[config.mk]
export PLATFORM = sky130hd
export DESIGN_NAME = stepper_trapezoid_sequencer_core_flat
export DESIGN_NICKNAME = d
export VERILOG_FILES = /design/src/sv/stp_pkg.sv /design/src/sv/stp_if.sv /design/src/sv/stp_cfg_regs.sv /design/src/sv/stp_seq.sv /design/src/sv/stp_out_buf.sv /design/src/sv/stepper_trapezoid_sequencer_core.sv /design/src/flat_wrapper.sv
export SDC_FILE = /design/constraint.sdc
export NUM_CORES = 1
export LEC_CHECK = 0
export ABC_AREA = 1
export ABC_CLOCK_PERIOD_IN_PS = 6600
export BUFFER_PORTS_ARGS = -buffer_cell sky130_fd_sc_hd__buf_2
export CORE_ASPECT_RATIO = 1.25
export CORE_MARGIN = 2
export CORE_UTILIZATION = 55
export CTS_CLUSTER_SIZE = 10
export DETAILED_ROUTE_END_ITERATION = 6
export PLACE_DENSITY_LB_ADDON = 0.25
export SYNTH_ARGS = -nofsm -noshare
export SYNTH_HDL_FRONTEND = slang
export SYNTH_HIERARCHICAL = 1
export SYNTH_SLANG_ARGS = --single-unit
[constraint.sdc]
create_clock -name clk_i -period 6.6 [get_ports clk_i]
set_input_delay 0.66 -clock clk_i [delete_from_list [all_inputs] [get_ports clk_i]]
set_output_delay 0.66 -clock clk_i [all_outputs]
set_load 0.01 [all_outputs]
[src/sv/stp_pkg.sv]
// Shared types, register indexes, reset values and the coil table of the
// stepper trapezoid sequencer. No dependencies; every other file imports it.
package stp_pkg;

  localparam int unsigned CfgIdxW = 3;
  localparam int unsigned CfgDataW = 9;

  // Configuration register indexes
  typedef enum logic [CfgIdxW-1:0] {
    CFG_START_DELAY  = 3'd0,
    CFG_CRUISE_DELAY = 3'd1,
    CFG_QUARTER      = 3'd2,
    CFG_RAMP_END     = 3'd3,
    CFG_CRUISE_ONE   = 3'd4,
    CFG_CRUISE_TWO   = 3'd5,
    CFG_DECEL_ONE    = 3'd6,
    CFG_DECEL_TWO    = 3'd7
  } cfg_idx_e;

  // Command selector codes; the unused code acts as a tick
  typedef enum logic [1:0] {
    FUNC_TICK = 2'd0,
    FUNC_MOVE = 2'd1,
    FUNC_HOME = 2'd2
  } func_e;

  // Sequencer run mode
  typedef enum logic [1:0] {
    MODE_IDLE = 2'd0,
    MODE_MOVE = 2'd1,
    MODE_HOME = 2'd2
  } mode_e;

  // Register reset values
  localparam logic [7:0] START_DELAY_RST  = 8'd20;
  localparam logic [7:0] CRUISE_DELAY_RST = 8'd5;
  localparam logic [7:0] QUARTER_RST      = 8'd50;
  localparam logic [8:0] RAMP_END_RST     = 9'd15;
  localparam logic [8:0] CRUISE_ONE_RST   = 9'd45;
  localparam logic [8:0] CRUISE_TWO_RST   = 9'd95;
  localparam logic [8:0] DECEL_ONE_RST    = 9'd43;
  localparam logic [8:0] DECEL_TWO_RST    = 9'd93;

  typedef struct packed {
    logic [7:0] start_delay_ms;
    logic [7:0] cruise_delay_ms;
    logic [7:0] quarter_steps;
    logic [8:0] ramp_end_step;
    logic [8:0] cruise_end_one;
    logic [8:0] cruise_end_two;
    logic [8:0] decel_base_one;
    logic [8:0] decel_base_two;
  } cfg_t;

  typedef struct packed {
    logic [1:0] func;
    logic       dir_cw;
    logic [1:0] quadrant_count;
    logic       hall_seen;
  } in_item_t;

  typedef struct packed {
    logic [5:0] phase_pattern;
    logic       phase_new;
    logic       busy_res;
    logic       done_res;
    logic       cmd_rejected;
  } out_item_t;

  // Coil drive pattern for each table slot
  function automatic logic [5:0] coil_pattern(input logic [1:0] slot);
    logic [5:0] pat;
    unique case (slot)
      2'd0: pat = 6'b110101;
      2'd1: pat = 6'b110110;
      2'd2: pat = 6'b101110;
      default: pat = 6'b101101;
    endcase
    return pat;
  endfunction

endpackage

[src/sv/stp_if.sv]
// Handshake channel interfaces: tick items in, result items out, config writes.
// Depends on stp_pkg for the payload types.
interface stp_in_if import stp_pkg::*; ();
  logic     valid;
  logic     ready;
  in_item_t data;
  modport source (output valid, output data, input ready);
  modport sink (input valid, input data, output ready);
endinterface

interface stp_out_if import stp_pkg::*; ();
  logic      valid;
  logic      ready;
  out_item_t data;
  modport source (output valid, output data, input ready);
  modport sink (input valid, input data, output ready);
endinterface

interface stp_cfg_if import stp_pkg::*; ();
  logic                valid;
  logic                ready;
  logic [CfgIdxW-1:0]  reg_index;
  logic [CfgDataW-1:0] wdata;
  modport source (output valid, output reg_index, output wdata, input ready);
  modport sink (input valid, input reg_index, input wdata, output ready);
endinterface

[src/sv/stp_cfg_regs.sv]
// Configuration register file of the stepper sequencer.
// Depends on stp_pkg for register indexes, reset values and cfg_t.
module stp_cfg_regs import stp_pkg::*; (
  input  logic                clk_i,
  input  logic                rst_ni,
  input  logic                wr_en_i,
  input  logic [CfgIdxW-1:0]  wr_index_i,
  input  logic [CfgDataW-1:0] wr_data_i,
  output cfg_t                cfg_o
);

  cfg_t cfg_q;
  cfg_t cfg_d;

  // Decode the write into the addressed register
  always_comb begin
    cfg_d = cfg_q;
    if (wr_en_i) begin
      unique case (cfg_idx_e'(wr_index_i))
        CFG_START_DELAY:  cfg_d.start_delay_ms  = wr_data_i[7:0];
        CFG_CRUISE_DELAY: cfg_d.cruise_delay_ms = wr_data_i[7:0];
        CFG_QUARTER:      cfg_d.quarter_steps   = wr_data_i[7:0];
        CFG_RAMP_END:     cfg_d.ramp_end_step   = wr_data_i;
        CFG_CRUISE_ONE:   cfg_d.cruise_end_one  = wr_data_i;
        CFG_CRUISE_TWO:   cfg_d.cruise_end_two  = wr_data_i;
        CFG_DECEL_ONE:    cfg_d.decel_base_one  = wr_data_i;
        CFG_DECEL_TWO:    cfg_d.decel_base_two  = wr_data_i;
        default:          cfg_d = cfg_q;
      endcase
    end
  end

  always_ff @(posedge clk_i or negedge rst_ni) begin
    if (!rst_ni) begin
      cfg_q.start_delay_ms  <= START_DELAY_RST;
      cfg_q.cruise_delay_ms <= CRUISE_DELAY_RST;
      cfg_q.quarter_steps   <= QUARTER_RST;
      cfg_q.ramp_end_step   <= RAMP_END_RST;
      cfg_q.cruise_end_one  <= CRUISE_ONE_RST;
      cfg_q.cruise_end_two  <= CRUISE_TWO_RST;
      cfg_q.decel_base_one  <= DECEL_ONE_RST;
      cfg_q.decel_base_two  <= DECEL_TWO_RST;
    end else begin
      cfg_q <= cfg_d;
    end
  end

  assign cfg_o = cfg_q;

endmodule

[src/sv/stp_seq.sv]
// Step sequencer state and its per-tick update: command decode, step timing,
// trapezoid delay and coil pattern. Depends on stp_pkg.
module stp_seq import stp_pkg::*; (
  input  logic      clk_i,
  input  logic      rst_ni,
  input  logic      fire_i,
  input  in_item_t  item_i,
  input  cfg_t      cfg_i,
  output out_item_t res_o
);

  mode_e       mode_q, mode_d;
  logic [1:0]  phase_q, phase_d;
  logic        rev_q, rev_d;
  logic        two_q, two_d;
  logic [8:0]  idx_q, idx_d;
  logic [8:0]  total_q, total_d;
  logic [1:0]  base_q, base_d;
  logic [10:0] wait_q, wait_d;
  logic [5:0]  drive_q, drive_d;

  logic        apply;
  logic        stepped;
  logic        done;
  logic        rejected;
  logic        finish;
  logic        is_cmd;
  logic [1:0]  qc_sat;
  logic [1:0]  cur_slot;
  logic [1:0]  nxt_slot;
  logic [10:0] nxt_delay;
  logic [9:0]  idx_inc;

  // Table slot for an index under a given base and direction
  function automatic logic [1:0] slot_of(input logic [1:0] base, input logic [8:0] idx,
                                         input logic rev);
    logic [1:0] k;
    k = base + idx[1:0];
    return rev ? (2'd3 - k) : k;
  endfunction

  // Trapezoid delay of step idx
  function automatic logic [10:0] delay_of(input cfg_t cfg, input logic [8:0] idx,
                                           input logic two);
    logic [8:0]  cend;
    logic [8:0]  dbase;
    logic [8:0]  diff;
    logic [10:0] dly;
    cend  = two ? cfg.cruise_end_two : cfg.cruise_end_one;
    dbase = two ? cfg.decel_base_two : cfg.decel_base_one;
    diff  = idx - dbase;
    if (idx < cfg.ramp_end_step) begin
      dly = ({1'b0, cfg.start_delay_ms} > idx)
          ? {2'b00, ({1'b0, cfg.start_delay_ms} - idx)} : 11'd0;
    end else if (idx < cend) begin
      dly = {3'b000, cfg.cruise_delay_ms};
    end else begin
      dly = (idx > dbase) ? (({2'b00, diff} << 1) + {2'b00, diff}) : 11'd0;
    end
    return dly;
  endfunction

  assign is_cmd   = (item_i.func == FUNC_MOVE) || (item_i.func == FUNC_HOME);
  assign qc_sat   = (item_i.quadrant_count > 2'd2) ? 2'd2 : item_i.quadrant_count;
  assign idx_inc  = {1'b0, idx_q} + 10'd1;
  assign finish   = (mode_q == MODE_MOVE) ? (idx_inc >= {1'b0, total_q}) : item_i.hall_seen;
  assign cur_slot = slot_of(base_q, idx_q, rev_q);

  // Decode the command or advance the running step
  always_comb begin
    mode_d   = mode_q;
    phase_d  = phase_q;
    rev_d    = rev_q;
    two_d    = two_q;
    idx_d    = idx_q;
    total_d  = total_q;
    base_d   = base_q;
    apply    = 1'b0;
    done     = 1'b0;
    rejected = 1'b0;
    if (mode_q == MODE_IDLE) begin
      if (item_i.func == FUNC_MOVE) begin
        rev_d   = !item_i.dir_cw;
        two_d   = (qc_sat == 2'd2);
        base_d  = item_i.dir_cw ? (phase_q + 2'd1) : (2'd0 - phase_q);
        unique case (qc_sat)
          2'd2:    total_d = {cfg_i.quarter_steps, 1'b0};
          2'd1:    total_d = {1'b0, cfg_i.quarter_steps};
          default: total_d = 9'd0;
        endcase
        idx_d = 9'd0;
        if (total_d == 9'd0) begin
          done = 1'b1;
        end else begin
          mode_d = MODE_MOVE;
          apply  = 1'b1;
        end
      end else if (item_i.func == FUNC_HOME) begin
        rev_d  = 1'b0;
        base_d = phase_q + 2'd1;
        idx_d  = 9'd0;
        if (item_i.hall_seen) begin
          done = 1'b1;
        end else begin
          mode_d = MODE_HOME;
          apply  = 1'b1;
        end
      end
    end else begin
      rejected = is_cmd;
      if (wait_q <= 11'd1) begin
        if (finish) begin
          phase_d = cur_slot;
          mode_d  = MODE_IDLE;
          done    = 1'b1;
        end else begin
          idx_d = idx_inc[8:0];
          apply = 1'b1;
        end
      end
    end
  end

  // Pattern and hold time of a newly applied step
  assign nxt_slot  = slot_of(base_d, idx_d, rev_d);
  assign nxt_delay = delay_of(cfg_i, idx_d, two_d);
  assign stepped   = apply;

  always_comb begin
    drive_d = drive_q;
    wait_d  = wait_q;
    if (apply) begin
      drive_d = coil_pattern(nxt_slot);
      wait_d  = (mode_d == MODE_HOME) ? {3'b000, cfg_i.start_delay_ms} : nxt_delay;
    end else if (mode_q != MODE_IDLE) begin
      wait_d = (mode_d == MODE_IDLE) ? 11'd0 : (wait_q - 11'd1);
    end
  end

  always_ff @(posedge clk_i or negedge rst_ni) begin
    if (!rst_ni) begin
      mode_q  <= MODE_IDLE;
      phase_q <= 2'd0;
      rev_q   <= 1'b0;
      two_q   <= 1'b0;
      idx_q   <= 9'd0;
      total_q <= 9'd0;
      base_q  <= 2'd0;
      wait_q  <= 11'd0;
      drive_q <= 6'd0;
    end else if (fire_i) begin
      mode_q  <= mode_d;
      phase_q <= phase_d;
      rev_q   <= rev_d;
      two_q   <= two_d;
      idx_q   <= idx_d;
      total_q <= total_d;
      base_q  <= base_d;
      wait_q  <= wait_d;
      drive_q <= drive_d;
    end
  end

  // Result of this tick
  always_comb begin
    res_o.phase_pattern = drive_d;
    res_o.phase_new     = stepped;
    res_o.busy_res      = (mode_d != MODE_IDLE);
    res_o.done_res      = done;
    res_o.cmd_rejected  = rejected;
  end

  // A tick never both steps and finishes
  assert property (@(posedge clk_i) disable iff (!rst_ni)
    !(stepped && done))
    else $error("step and finish in one tick");

  // Commands are only rejected while running
  assert property (@(posedge clk_i) disable iff (!rst_ni)
    (fire_i && rejected) |-> (mode_q != MODE_IDLE))
    else $error("command rejected while idle");

  // No pending hold time while idle
  assert property (@(posedge clk_i) disable iff (!rst_ni)
    (mode_q == MODE_IDLE) |-> (wait_q == 11'd0))
    else $error("hold time left while idle");

  // A move never runs past its step count
  assert property (@(posedge clk_i) disable iff (!rst_ni)
    (mode_q == MODE_MOVE) |-> (idx_q < total_q))
    else $error("step index beyond move length");

endmodule

[src/sv/stp_out_buf.sv]
// Two-entry result buffer (output register plus skid register) that lets the
// sequencer take a tick while a result still waits. Depends on stp_pkg.
module stp_out_buf import stp_pkg::*; (
  input  logic      clk_i,
  input  logic      rst_ni,
  input  logic      push_i,
  input  out_item_t data_i,
  output logic      ready_o,
  output logic      valid_o,
  output out_item_t data_o,
  input  logic      ready_i
);

  logic      out_valid_q, out_valid_d;
  logic      skid_valid_q, skid_valid_d;
  out_item_t out_q;
  out_item_t skid_q;
  logic      pop;
  logic      head_free;

  assign pop       = out_valid_q && ready_i;
  assign head_free = pop || !out_valid_q;
  assign ready_o   = !skid_valid_q;
  assign valid_o   = out_valid_q;
  assign data_o    = out_q;

  // Refill the head from the skid stage first, then from the new item
  always_comb begin
    out_valid_d  = out_valid_q;
    skid_valid_d = skid_valid_q;
    if (head_free) begin
      out_valid_d  = skid_valid_q || push_i;
      skid_valid_d = skid_valid_q && push_i;
    end else if (push_i) begin
      skid_valid_d = 1'b1;
    end
  end

  always_ff @(posedge clk_i or negedge rst_ni) begin
    if (!rst_ni) begin
      out_valid_q  <= 1'b0;
      skid_valid_q <= 1'b0;
    end else begin
      out_valid_q  <= out_valid_d;
      skid_valid_q <= skid_valid_d;
    end
  end

  // Hold payload
  always_ff @(posedge clk_i) begin
    if (head_free) begin
      if (skid_valid_q) begin
        out_q <= skid_q;
        if (push_i) begin
          skid_q <= data_i;
        end
      end else if (push_i) begin
        out_q <= data_i;
      end
    end else if (push_i) begin
      skid_q <= data_i;
    end
  end

  // The skid stage only fills behind a full head
  assert property (@(posedge clk_i) disable iff (!rst_ni)
    skid_valid_q |-> out_valid_q)
    else $error("skid item without head item");

endmodule

[src/sv/stepper_trapezoid_sequencer_core.sv]
// Full-step stepper sequencer with trapezoidal ramp, one tick item per cycle
// while the result buffer has room; a tick's result is registered in that buffer
// (output or skid register). The state update is a single pass of compare,
// decrement and table logic, and a two-entry result buffer decouples.
// Reset: registers load their defaults, sequencer idle at slot zero, buffer
// empty; no clearing pass. Depends on stp_pkg, stp_if and the stp_* modules.
module stepper_trapezoid_sequencer_core import stp_pkg::*; (
  input  logic           clk_i,
  input  logic           rst_ni,
  stp_in_if.sink         in_i,
  stp_out_if.source      out_o,
  stp_cfg_if.sink        cfg_i
);

  cfg_t      cfg;
  out_item_t res;
  logic      buf_ready;
  logic      fire;

  // Config writes are always taken
  assign cfg_i.ready = 1'b1;

  // Accept a tick whenever the result buffer has room
  assign in_i.ready = buf_ready;
  assign fire       = in_i.valid && buf_ready;

  stp_cfg_regs u_cfg (
    .clk_i      (clk_i),
    .rst_ni     (rst_ni),
    .wr_en_i    (cfg_i.valid),
    .wr_index_i (cfg_i.reg_index),
    .wr_data_i  (cfg_i.wdata),
    .cfg_o      (cfg)
  );

  stp_seq u_seq (
    .clk_i  (clk_i),
    .rst_ni (rst_ni),
    .fire_i (fire),
    .item_i (in_i.data),
    .cfg_i  (cfg),
    .res_o  (res)
  );

  stp_out_buf u_out (
    .clk_i   (clk_i),
    .rst_ni  (rst_ni),
    .push_i  (fire),
    .data_i  (res),
    .ready_o (buf_ready),
    .valid_o (out_o.valid),
    .data_o  (out_o.data),
    .ready_i (out_o.ready)
  );

endmodule
[src/flat_wrapper.sv]
// flat-port wrapper written by rule: the top's interface ports become plain ports
module stepper_trapezoid_sequencer_core_flat import stp_pkg::*;
  (clk_i, rst_ni, in_i_valid, in_i_data, in_i_ready, out_o_valid, out_o_data, out_o_ready, cfg_i_valid, cfg_i_reg_index, cfg_i_wdata, cfg_i_ready);
  stp_in_if in_i_i ();
  stp_out_if out_o_i ();
  stp_cfg_if cfg_i_i ();
  input  logic clk_i;
  input  logic rst_ni;
  input wire logic [$bits(in_i_i.valid)-1:0] in_i_valid;
  input wire logic [$bits(in_i_i.data)-1:0] in_i_data;
  output wire logic [$bits(in_i_i.ready)-1:0] in_i_ready;
  output wire logic [$bits(out_o_i.valid)-1:0] out_o_valid;
  output wire logic [$bits(out_o_i.data)-1:0] out_o_data;
  input wire logic [$bits(out_o_i.ready)-1:0] out_o_ready;
  input wire logic [$bits(cfg_i_i.valid)-1:0] cfg_i_valid;
  input wire logic [$bits(cfg_i_i.reg_index)-1:0] cfg_i_reg_index;
  input wire logic [$bits(cfg_i_i.wdata)-1:0] cfg_i_wdata;
  output wire logic [$bits(cfg_i_i.ready)-1:0] cfg_i_ready;
  assign in_i_i.valid = in_i_valid;
  assign in_i_i.data = in_i_data;
  assign in_i_ready = in_i_i.ready;
  assign out_o_valid = out_o_i.valid;
  assign out_o_data = out_o_i.data;
  assign out_o_i.ready = out_o_ready;
  assign cfg_i_i.valid = cfg_i_valid;
  assign cfg_i_i.reg_index = cfg_i_reg_index;
  assign cfg_i_i.wdata = cfg_i_wdata;
  assign cfg_i_ready = cfg_i_i.ready;
  stepper_trapezoid_sequencer_core u_core (.clk_i(clk_i), .rst_ni(rst_ni), .in_i(in_i_i), .out_o(out_o_i), .cfg_i(cfg_i_i));
endmodule
==> results of run 1 <==
cell usage in the layout, fill, tap and decap left out, types with 12 or more instances in the layout:
cell type	count
a21oi_1	35
dfstp_2	30
o21ai_0	53
inv_2	12
ha_1	56
nand2_1	422
buf_2	33
edfxtp_1	20
dfrtp_1	84
xor2_1	24
nand3_1	80
clkbuf_16	18
nor2_1	72
nand2_2	20
mux2i_1	12
inv_1	138
nor3_1	13
per-layer routing:
metal | global-route usage [%] | wire length, um | up-vias
met3 | 4.012 | 848 | 51
met2 | 44.94 | 10790 | 179
met1 | 31.49 | 9389 | 3633
met5 | 0 | 0 | -
li1 | - | - | 3947
met4 | 12.32 | 785 | 0
worst max path at each step:
stage,start,to,slack [ps],depth (start not counted)
after floorplan,u_core/u_seq/idx_q[1],u_core/u_seq/wait_q[9],1820,37
after global placement,u_core/u_seq/idx_q[0],u_core/u_seq/wait_q[9],1330,36
after detailed placement,u_core/u_seq/idx_q[1],u_core/u_seq/wait_q[9],1140,36
after CTS,u_core/u_seq/idx_q[1],u_core/u_seq/wait_q[9],1120,36
after global routing,u_core/u_seq/idx_q[1],u_core/u_seq/wait_q[9],400,36
final,u_core/u_seq/idx_q[1],u_core/u_seq/wait_q[9],1060,36
critical path, delay by kind of cell (launching register included):
family	cells	cell delay (ps)
and+or+nand+nor	19	1630
AOI/OAI and AO/OA	7	1400
adders and majority gates	3	1030
xor gates and xnor gates	2	480
buffers and inverters	5	460
DFF	1	410
stage by stage:
stage / setup slack [ps] / instances / cell area (um2)
3_3_place_gp: 1327 / 1443 / 9378
3_5_place_dp: 1137 / 1443 / 9378
6_report: 1059 / 1475 / 9976
2_1_floorplan: 1820 / 1218 / 9121
4_1_cts: 1116 / 1475 / 9976
5_1_grt: 403.5 / 1475 / 9976
state kept, by name, indices dropped and copies added (netlist names):
name                       count
u_core/u_out/skid_valid_q      1
u_core/u_seq/phase_q           2
u_core/u_out/data_o           10
u_core/u_seq/total_q           9
u_core/u_seq/wait_q           11
u_core/u_out/skid_q           10
u_core/u_seq/drive_q           6
u_core/u_seq/mode_q            2
u_core/u_seq/two_q             1
u_core/u_seq/rev_q             1
u_core/u_cfg/cfg_o            69
u_core/u_out/valid_o           1
u_core/u_seq/idx_q             9
u_core/u_seq/base_q            2
area by class of cell:
type | instances | area share, %
repair buffers | 37 | 1.957
multi-input cells | 901 | 48.49
well taps | 216 | 2.709
inverters | 155 | 5.857
clock inverters | 13 | 1.342
flip-flops and latches | 134 | 34.99
clock buffers | 19 | 4.653
logic make-up (layout without fill, tap and decap cells):
logic type / after synthesis / count (layout)
buf+inv: 183 / 224
fa+ha+maj: 57 / 57
xor+xnor: 35 / 35
simple gates: 663 / 663
mux: 12 / 12
compound gates: 133 / 133
other cells: 1 / 1
flops: 134 / 134
power groups by stage:
stage | clock [uW] | sequential (uW) | combinational (uW)
2_1_floorplan | 0 | 1270 | 1870
3_3_place_gp | 0 | 1290 | 2280
3_5_place_dp | 0 | 1290 | 2330
4_1_cts | 967 | 1280 | 2350
5_1_grt | 998 | 1310 | 2690
6_report | 950 | 1280 | 2360
==> flow_metrics.py, run 1 <==
metrics = {
    "synthesis": {
        "yosysUniqueCellTypes": 57,
        "syn_area_per_cell_um2": 7.489,
        "synth_area_leaders": "dfrtp_1 (23%), nand2_1 (17%), dfstp_2 (8.6%)",
        "synth_top_area_share_pct": 23.05,
        "async_flop_share_pct": 85.07,
        "synth_simple_gate_area_share_pct": 31.88,
        "syn-cell-area_um2": 9121,
        "synth_most_common_cell": "nand2_1",
        "synth_area_leader_cell": "dfrtp_1",
        "ys.flop_type": "dfrtp_1",
        "ys_top_cells_by_count": "nand2_1 (422), inv_1 (138), dfrtp_1 (84)",
        "synth_nets": 1298,
        "synthAdderAreaFrac_pct": 7.901,
        "synth_mux_area_share_pct": 1.317,
        "synth_xor_area_share_pct": 3.361,
        "synth_edf_count": 20,
        "synth_top_family_by_area": "simple AND/OR/NAND/NOR gates",
        "ys_warn_count": 6,
        "synth_seq_cells": 134,
        "syn_inst": 1218,
        "seq_area_frac_synth_pct": 38.27,
        "synth_compound_area_share_pct": 8.532,
    },
    "layout": {
        "multi_input_area_um2": 4837,
        "utilization_pct": 61.58,
        "drive_above_1_share_pct": 13.98,
        "regArea_um2": 3491,
        "fin_nets": 1326,
        "nFillCells": 1492,
        "area_delta_synth_final_pct": 9.369,
        "num_antenna_cells": 0,
    },
    "detailed_routing": {
        "drtAntennaViolNets": 0,
        "avgViaCountPerCell": 5.295,
        "dr.pass1.iters": 5,
        "wirelength_um": 21820,
        "num_vias": 7810,
        "drt-initial-drc-count": 521,
        "post_drt_wl_per_cell_um": 14.79,
        "route.detailed.drc": 0,
    },
    "timing": {
        "period_share_pct": 83.95,
        "min_period_ps": 5541,
        "rsz0062_at_grt": "no",
        "setup_violations": 0,
        "whs_ps": 284.3,
        "maxSlewViolCount": 0,
        "tightest_slew_ps": 918.5,
        "hold_viol_final": 0,
        "fin_skew_ps": 7.221,
        "fmax_ghz": 0.1805,
        "slew_headroom_pct": 38.54,
        "setup-tns-final_ps": 0,
    },
    "grt": {
        "grt_pass1_vias": 7427,
        "grt_pass1_wl_um": 36220,
        "grt.overflow.total": 0,
        "gr-usage-all-layers_pct": 25.90,
        "antenna_found_initial": 0,
        "grt_max_degree": 60,
    },
    "critical_path": {
        "r2r_end": "u_core/u_seq/wait_q[9]",
        "cpPeakStageDelay_ps": 490,
        "start_kind": "flop",
        "rr_worst_depth": 36,
        "worstPathMaxFanout": 6,
        "regToRegSetupSlack_ps": 1060,
        "slowest_stage": "a21oi_1",
        "required_ps": 6910,
        "worstSetupPathType": "flop to flop",
        "end_kind": "flop",
        "cp_common_cell": "nand2_1",
        "timing.rr.start": "u_core/u_seq/idx_q[1]",
        "cp.arrival_ps": 5850,
    },
    "die": {
        "fp.dieArea_um2": 17640,
        "pin_count": 36,
        "initial_core_util_pct": 56.30,
        "die_h_um": 148.0,
        "dieWidth_um": 119.2,
        "num_rows": 52,
        "coreArea_um2": 16200,
    },
    "run": {
        "max_cap_viol_count": 0,
    },
    "place": {
        "dp_hpwl_um": 16490,
        "gp_congestion": 0.9104,
        "port_buffers": 34,
    },
    "power_and_ir_drop": {
        "power.internal_uw": 2545,
        "power_density_nw_per_um2": 460.5,
        "total_power_uw": 4594,
        "combPwrFrac_pct": 51.4,
        "power_frac_seq_pct": 27.9,
        "vdd_drop_max_v": 0.0002098,
        "net-switching-power_uw": 2049,
        "p_sw_share_pct": 44.60,
        "p_leak_uw": 0.005190,
        "pwr-share-clk_pct": 20.7,
    },
    "hold_path": {
        "min_path_type": "input pin to async pin",
    },
    "clocking": {
        "ctsRootBufferMaster": "clkbuf_16",
        "cts_tree": "yes",
        "numClockSinks": 134,
        "post_cts_buffers": 0,
        "ctsResizeCount": 0,
        "cts_max_path_buffers": 2,
        "clk_latency_ps": 430,
        "cts_htree_levels": 4,
        "holdBufCountCts": 0,
        "numCtsBuffers": 17,
        "path_clk_slew_ps": 60,
    },
    "run_status": {
        "run_status": "completed",
    },
}
(Power assumes the default switching activity.)
==> inputs of run 2 (changes only) <==
- ABC_CLOCK_PERIOD_IN_PS: 6600 -> 5480
- clock period: 6.6 -> 5.48 ns (I/O delays scaled with it)
==> run 2 against run 1 <==
Compared with the run above: clock skew grew 3.9 ps; critical path depth grew 1; worst hold slack got worse by 3.7 ps; sequential power grew 21%; final area up 2.8%; first-iteration DRC count is 0.38% lower; utilization is 1.7 points higher; register-to-register slack worse by 750 ps; fmax grew 7.1%; count of clock-buffer cells in the layout up 5; highest routed layer unchanged; clock power grew 23%.
==> flow_metrics.py, run 2 (same netlist as run 1, synthesis figures left out) <==
metrics = {
    "critical_path": {
        "cp.arrival_ps": 5490,
        "cp_num_buf_inv": 6,
        "regToRegSetupSlack_ps": 310,
        "slowest_stage": "dfrtp_1",
        "rr_worst_depth": 37,
        "required_ps": 5800,
        "r2r_end": "u_core/u_seq/wait_q[9]",
        "timing.rr.start": "u_core/u_seq/idx_q[2]",
        "end_kind": "flop",
        "cpPeakStageDelay_ps": 410,
        "worstSetupPathType": "flop to flop",
        "cp_common_cell": "nand2_1",
        "start_kind": "flop",
        "worstPathMaxFanout": 6,
        "crit_family": "simple AND/OR/NAND/NOR gates",
    },
    "die": {
        "pin_count": 36,
        "num_rows": 52,
        "dieWidth_um": 119.2,
        "die_h_um": 148.0,
        "coreArea_um2": 16200,
        "initial_core_util_pct": 56.30,
        "fp.dieArea_um2": 17640,
    },
    "layout": {
        "final_cells": 1492,
        "utilization_pct": 63.31,
        "nFillCells": 1425,
        "drive_above_1_share_pct": 16.61,
        "most-common-layout-cells": "nand2_1 (420), inv_1 (135), dfrtp_1 (83)",
        "num_antenna_cells": 0,
        "largest_reg_flops": 69,
        "fin_nets": 1343,
        "regArea_um2": 3492,
        "area_delta_synth_final_pct": 12.44,
        "final_common_cell": "nand2_1",
        "multi_input_area_um2": 4972,
    },
    "timing": {
        "maxSlewViolCount": 0,
        "setup_violations": 0,
        "slew_headroom_pct": 33.28,
        "setup_slack_ps": 306.4,
        "fin_skew_ps": 11.07,
        "min_period_ps": 5174,
        "tightest_slew_ps": 1001,
        "fmax_ghz": 0.1933,
        "period_share_pct": 94.41,
        "hold_viol_final": 0,
    },
    "clocking": {
        "path_clk_slew_ps": 60,
        "cts_tree": "yes",
        "cts_max_path_buffers": 2,
        "clk_latency_ps": 430,
        "numCtsBuffers": 17,
        "numClockSinks": 134,
        "ctsRootBufferMaster": "clkbuf_16",
        "cts_htree_levels": 4,
    },
    "place": {
        "dp_hpwl_um": 16720,
        "gp_congestion": 0.9053,
        "dp_cells": 1449,
        "port_buffers": 34,
        "dp_slack_ps": 122.2,
    },
    "power_and_ir_drop": {
        "pwr-share-clk_pct": 20.2,
        "net-switching-power_uw": 2555,
        "power_frac_seq_pct": 26.8,
        "power_density_nw_per_um2": 563.4,
        "p_sw_share_pct": 44.22,
        "power.internal_uw": 3223,
        "combPwrFrac_pct": 53.0,
        "vdd_drop_max_v": 0.0002204,
        "p_leak_uw": 0.005298,
    },
    "detailed_routing": {
        "avgViaCountPerCell": 5.380,
        "wirelength_um": 22730,
        "drt-initial-drc-count": 519,
        "route.detailed.drc": 0,
        "drtAntennaViolNets": 0,
        "dr.pass1.iters": 5,
        "post_drt_wl_per_cell_um": 15.24,
        "num_vias": 8027,
    },
    "run": {
        "max_cap_viol_count": 0,
    },
    "hold_path": {
        "min_path_type": "input pin to async pin",
    },
    "grt": {
        "grt_pass1_vias": 7529,
        "grt_pass1_wl_um": 37030,
        "antenna_found_initial": 0,
        "grt.overflow.total": 0,
        "grt_max_degree": 79,
        "gr-usage-all-layers_pct": 26.70,
    },
    "run_status": {
        "run_status": "completed",
    },
}
run 2: stage by stage:
step	area [um2]	power, uW	hold WS (ps)	TNS [ps]
floorplan	9121	3774	252.4	0
global placement	9423	4338	432.7	0
detailed placement	9423	4403	443.0	0
CTS	10030	5599	313.3	0
global route	10260	6268	359.4	-58.96
finish	10260	5779	280.6	0
run 2: metal layers:
| metal | GRT usage, % | vias to the layer above | wire length, um |
|---|---|---|---|
| li1 | - | 3986 | - |
| met1 | 31.87 | 3798 | 9604 |
| met2 | 47.84 | 205 | 11580 |
| met3 | 4.977 | 38 | 1027 |
| met4 | 9.702 | 0 | 520 |
| met5 | 0 | - | 0 |
run 2: layout make-up:
class | count | area share, %
Clock buffer | 24 | 5.112
Clock inverter | 8 | 0.8174
Inverter | 155 | 5.722
Multi-Input combinational cell | 901 | 48.48
Sequential cell | 134 | 34.05
Tap cell | 216 | 2.635
Timing Repair Buffer | 54 | 3.184
run 2: worst max-delay path by stage:
stage	from	end	slack [ps]	cells past startpoint
after floorplan	u_core/u_seq/idx_q[1]	u_core/u_seq/wait_q[9]	700	37
after global placement	u_core/u_seq/idx_q[0]	u_core/u_seq/wait_q[9]	320	37
after CTS	u_core/u_seq/idx_q[0]	u_core/u_seq/wait_q[9]	90	37
final	u_core/u_seq/idx_q[2]	u_core/u_seq/wait_q[9]	310	37
after detailed placement	u_core/u_seq/idx_q[0]	u_core/u_seq/wait_q[9]	120	37
after global routing	u_core/u_seq/idx_q[1]	u_core/u_seq/wait_q[9]	-60	37
run 2: power groups by stage:
stage	Combinational (uW)	Sequential, uW	Clock [uW]
CTS	2870	1550	1180
floorplan	2250	1530	0
finish	3060	1550	1170
global route	3470	1580	1220
detailed placement	2850	1560	0
global placement	2790	1550	0
run 2: repair_timing:
action / 4_1_cts / 5_1_grt
buffers inserted: 0 / 11
hold buffers: 0 / 0
resized for setup: 0 / 29
endpoints found under the setup margin: 0 / 4
==> inputs of run 3 (changes only) <==
- ABC_CLOCK_PERIOD_IN_PS: 5480 -> 5390
- clock period: 5.48 -> 5.39 ns (I/O delays scaled with it)
==> run 3 against run 2 <==
Compared with the run above: die area unchanged; final area grew 1.2%; flip-flop and latch count unchanged; cell count is 0.47% higher; clock skew fell by 0.91 ps; via count decreased by 0.42%.
==> flow_metrics.py, run 3 (same netlist as run 1, synthesis figures left out) <==
metrics = {
    "run_status": {
        "run_status": "completed",
    },
    "timing": {
        "fmax_ghz": 0.1895,
        "slew_headroom_pct": 34.87,
        "fin_skew_ps": 10.16,
        "maxSlewViolCount": 0,
        "tightest_slew_ps": 973.3,
        "rsz0062_at_grt": "yes",
        "min_period_ps": 5278,
        "period_share_pct": 97.92,
        "setup_slack_ps": 112.0,
        "setup_violations": 0,
        "hold_viol_final": 0,
    },
    "layout": {
        "final_common_cell": "nand2_1",
        "multi_input_area_um2": 5060,
        "fin_nets": 1350,
        "largest_reg_flops": 69,
        "utilization_pct": 64.07,
        "num_antenna_cells": 0,
        "area_delta_synth_final_pct": 13.80,
        "regArea_um2": 3492,
        "most-common-layout-cells": "nand2_1 (418), inv_1 (131), dfrtp_1 (83)",
        "nFillCells": 1402,
        "drive_above_1_share_pct": 18.63,
    },
    "place": {
        "dp_hpwl_um": 16780,
        "dp_slack_ps": 44.23,
        "gp_congestion": 0.9502,
        "port_buffers": 34,
    },
    "power_and_ir_drop": {
        "p_sw_share_pct": 44.57,
        "power_frac_seq_pct": 25.8,
        "power.internal_uw": 3379,
        "p_leak_uw": 0.005339,
        "net-switching-power_uw": 2716,
        "power_density_nw_per_um2": 587.2,
        "pwr-share-clk_pct": 19.1,
        "combPwrFrac_pct": 55.1,
        "vdd_drop_max_v": 0.0002902,
    },
    "detailed_routing": {
        "dr.pass1.iters": 7,
        "num_vias": 7993,
        "drt-initial-drc-count": 581,
        "post_drt_wl_per_cell_um": 15.48,
        "drtAntennaViolNets": 0,
        "avgViaCountPerCell": 5.332,
        "wirelength_um": 23200,
        "wl_met2_um": 11870,
        "route.detailed.drc": 0,
        "wl_met1_um": 9641,
        "wl_met3_um": 1066,
        "highest_layer": "met4",
    },
    "die": {
        "num_rows": 52,
        "coreArea_um2": 16200,
        "fp.dieArea_um2": 17640,
        "initial_core_util_pct": 56.30,
        "die_h_um": 148.0,
        "dieWidth_um": 119.2,
        "pin_count": 36,
    },
    "clocking": {
        "cts_htree_levels": 4,
        "cts_tree": "yes",
        "path_clk_slew_ps": 60,
        "clk_latency_ps": 420,
        "holdBufCountCts": 0,
        "numCtsBuffers": 17,
        "cts_max_path_buffers": 2,
        "ctsRootBufferMaster": "clkbuf_16",
        "numClockSinks": 134,
    },
    "grt": {
        "antenna_found_initial": 0,
        "grt_pass1_wl_um": 36960,
        "gr-usage-all-layers_pct": 26.44,
        "grt_pass1_vias": 7733,
        "grt.overflow.total": 0,
        "grt_max_degree": 73,
    },
    "critical_path": {
        "cp_num_buf_inv": 5,
        "worstSetupPathType": "flop to flop",
        "crit_family": "simple AND/OR/NAND/NOR gates",
        "cpPeakStageDelay_ps": 410,
        "cp_common_cell": "nand2_2",
        "worstPathMaxFanout": 5,
        "cp.arrival_ps": 5590,
        "slowest_stage": "dfrtp_1",
        "required_ps": 5700,
        "start_kind": "flop",
        "end_kind": "flop",
    },
    "hold_path": {
        "min_path_type": "input pin to async pin",
    },
    "run": {
        "max_cap_viol_count": 0,
    },
}
[run 3: changes by cell type in the layout (fill, tap and decap cells not counted), moves of 3 or more]
cell,delta
inv_1,-4
buf_4,+7
inv_6,+3
o21ai_1,-3
o21ai_2,+3
xor2_2,+3
inv_2,+3
xor2_1,-3
[run 3: worst paths after layout]
kind / startpoint / endpoint / slack [ps] / cells after the start
max in group asynchronous: rst_ni / u_core/u_cfg/cfg_o[63] / 4000 / 2
min in group clk_i: in_i_data[2] / u_core/u_seq/total_q[8] / 400 / 3
max reg2reg: u_core/u_seq/idx_q[1] / u_core/u_seq/wait_q[9] / 110 / 39
max: u_core/u_seq/idx_q[1] / u_core/u_seq/wait_q[9] / 110 / 39
min reg2reg: u_core/u_seq/drive_q[2] / u_core/u_seq/drive_q[2] / 450 / 2
min: rst_ni / u_core/u_cfg/cfg_o[52] / 260 / 1
[run 3: power by group through the flow]
stage	Combinational, uW	Clock [uW]	Sequential [uW]
floorplan	2290	0	1550
global placement	2840	0	1580
detailed placement	2900	0	1580
CTS	2920	1180	1570
global route	3750	1230	1600
finish	3360	1160	1570
[run 3: final cells by class]
class	instances	area share, %
Tap cell	216	2.604
Inverter	155	5.677
Clock buffer	20	4.605
Multi-Input combinational cell	901	48.75
Sequential cell	134	33.64
Clock inverter	12	1.073
Timing Repair Buffer	61	3.652
[run 3: timing repair]
action / 4_1_cts / 5_1_grt
resized for setup: 0 / 52
setup buffers: 0 / 17
endpoints found under the setup margin: 0 / 6
[run 3: metrics by stage]
step	area (um2)	cells	hold WS, ps	TNS, ps	total power [uW]
after floorplan	9121	1218	243.4	0	3837
after global placement	9430	1450	433.5	0	4419
after detailed placement	9430	1450	437.3	0	4482
after CTS	10020	1482	302.6	0	5665
after global routing	10380	1499	334.8	-298.8	6579
final	10380	1499	257.8	0	6095
[run 3: metal layers]
metal	GRT usage, %	vias to the layer above
li1	-	3987
met1	31.29	3730
met2	47.64	228
met3	4.630	48
met4	10.12	0
met5	0	-
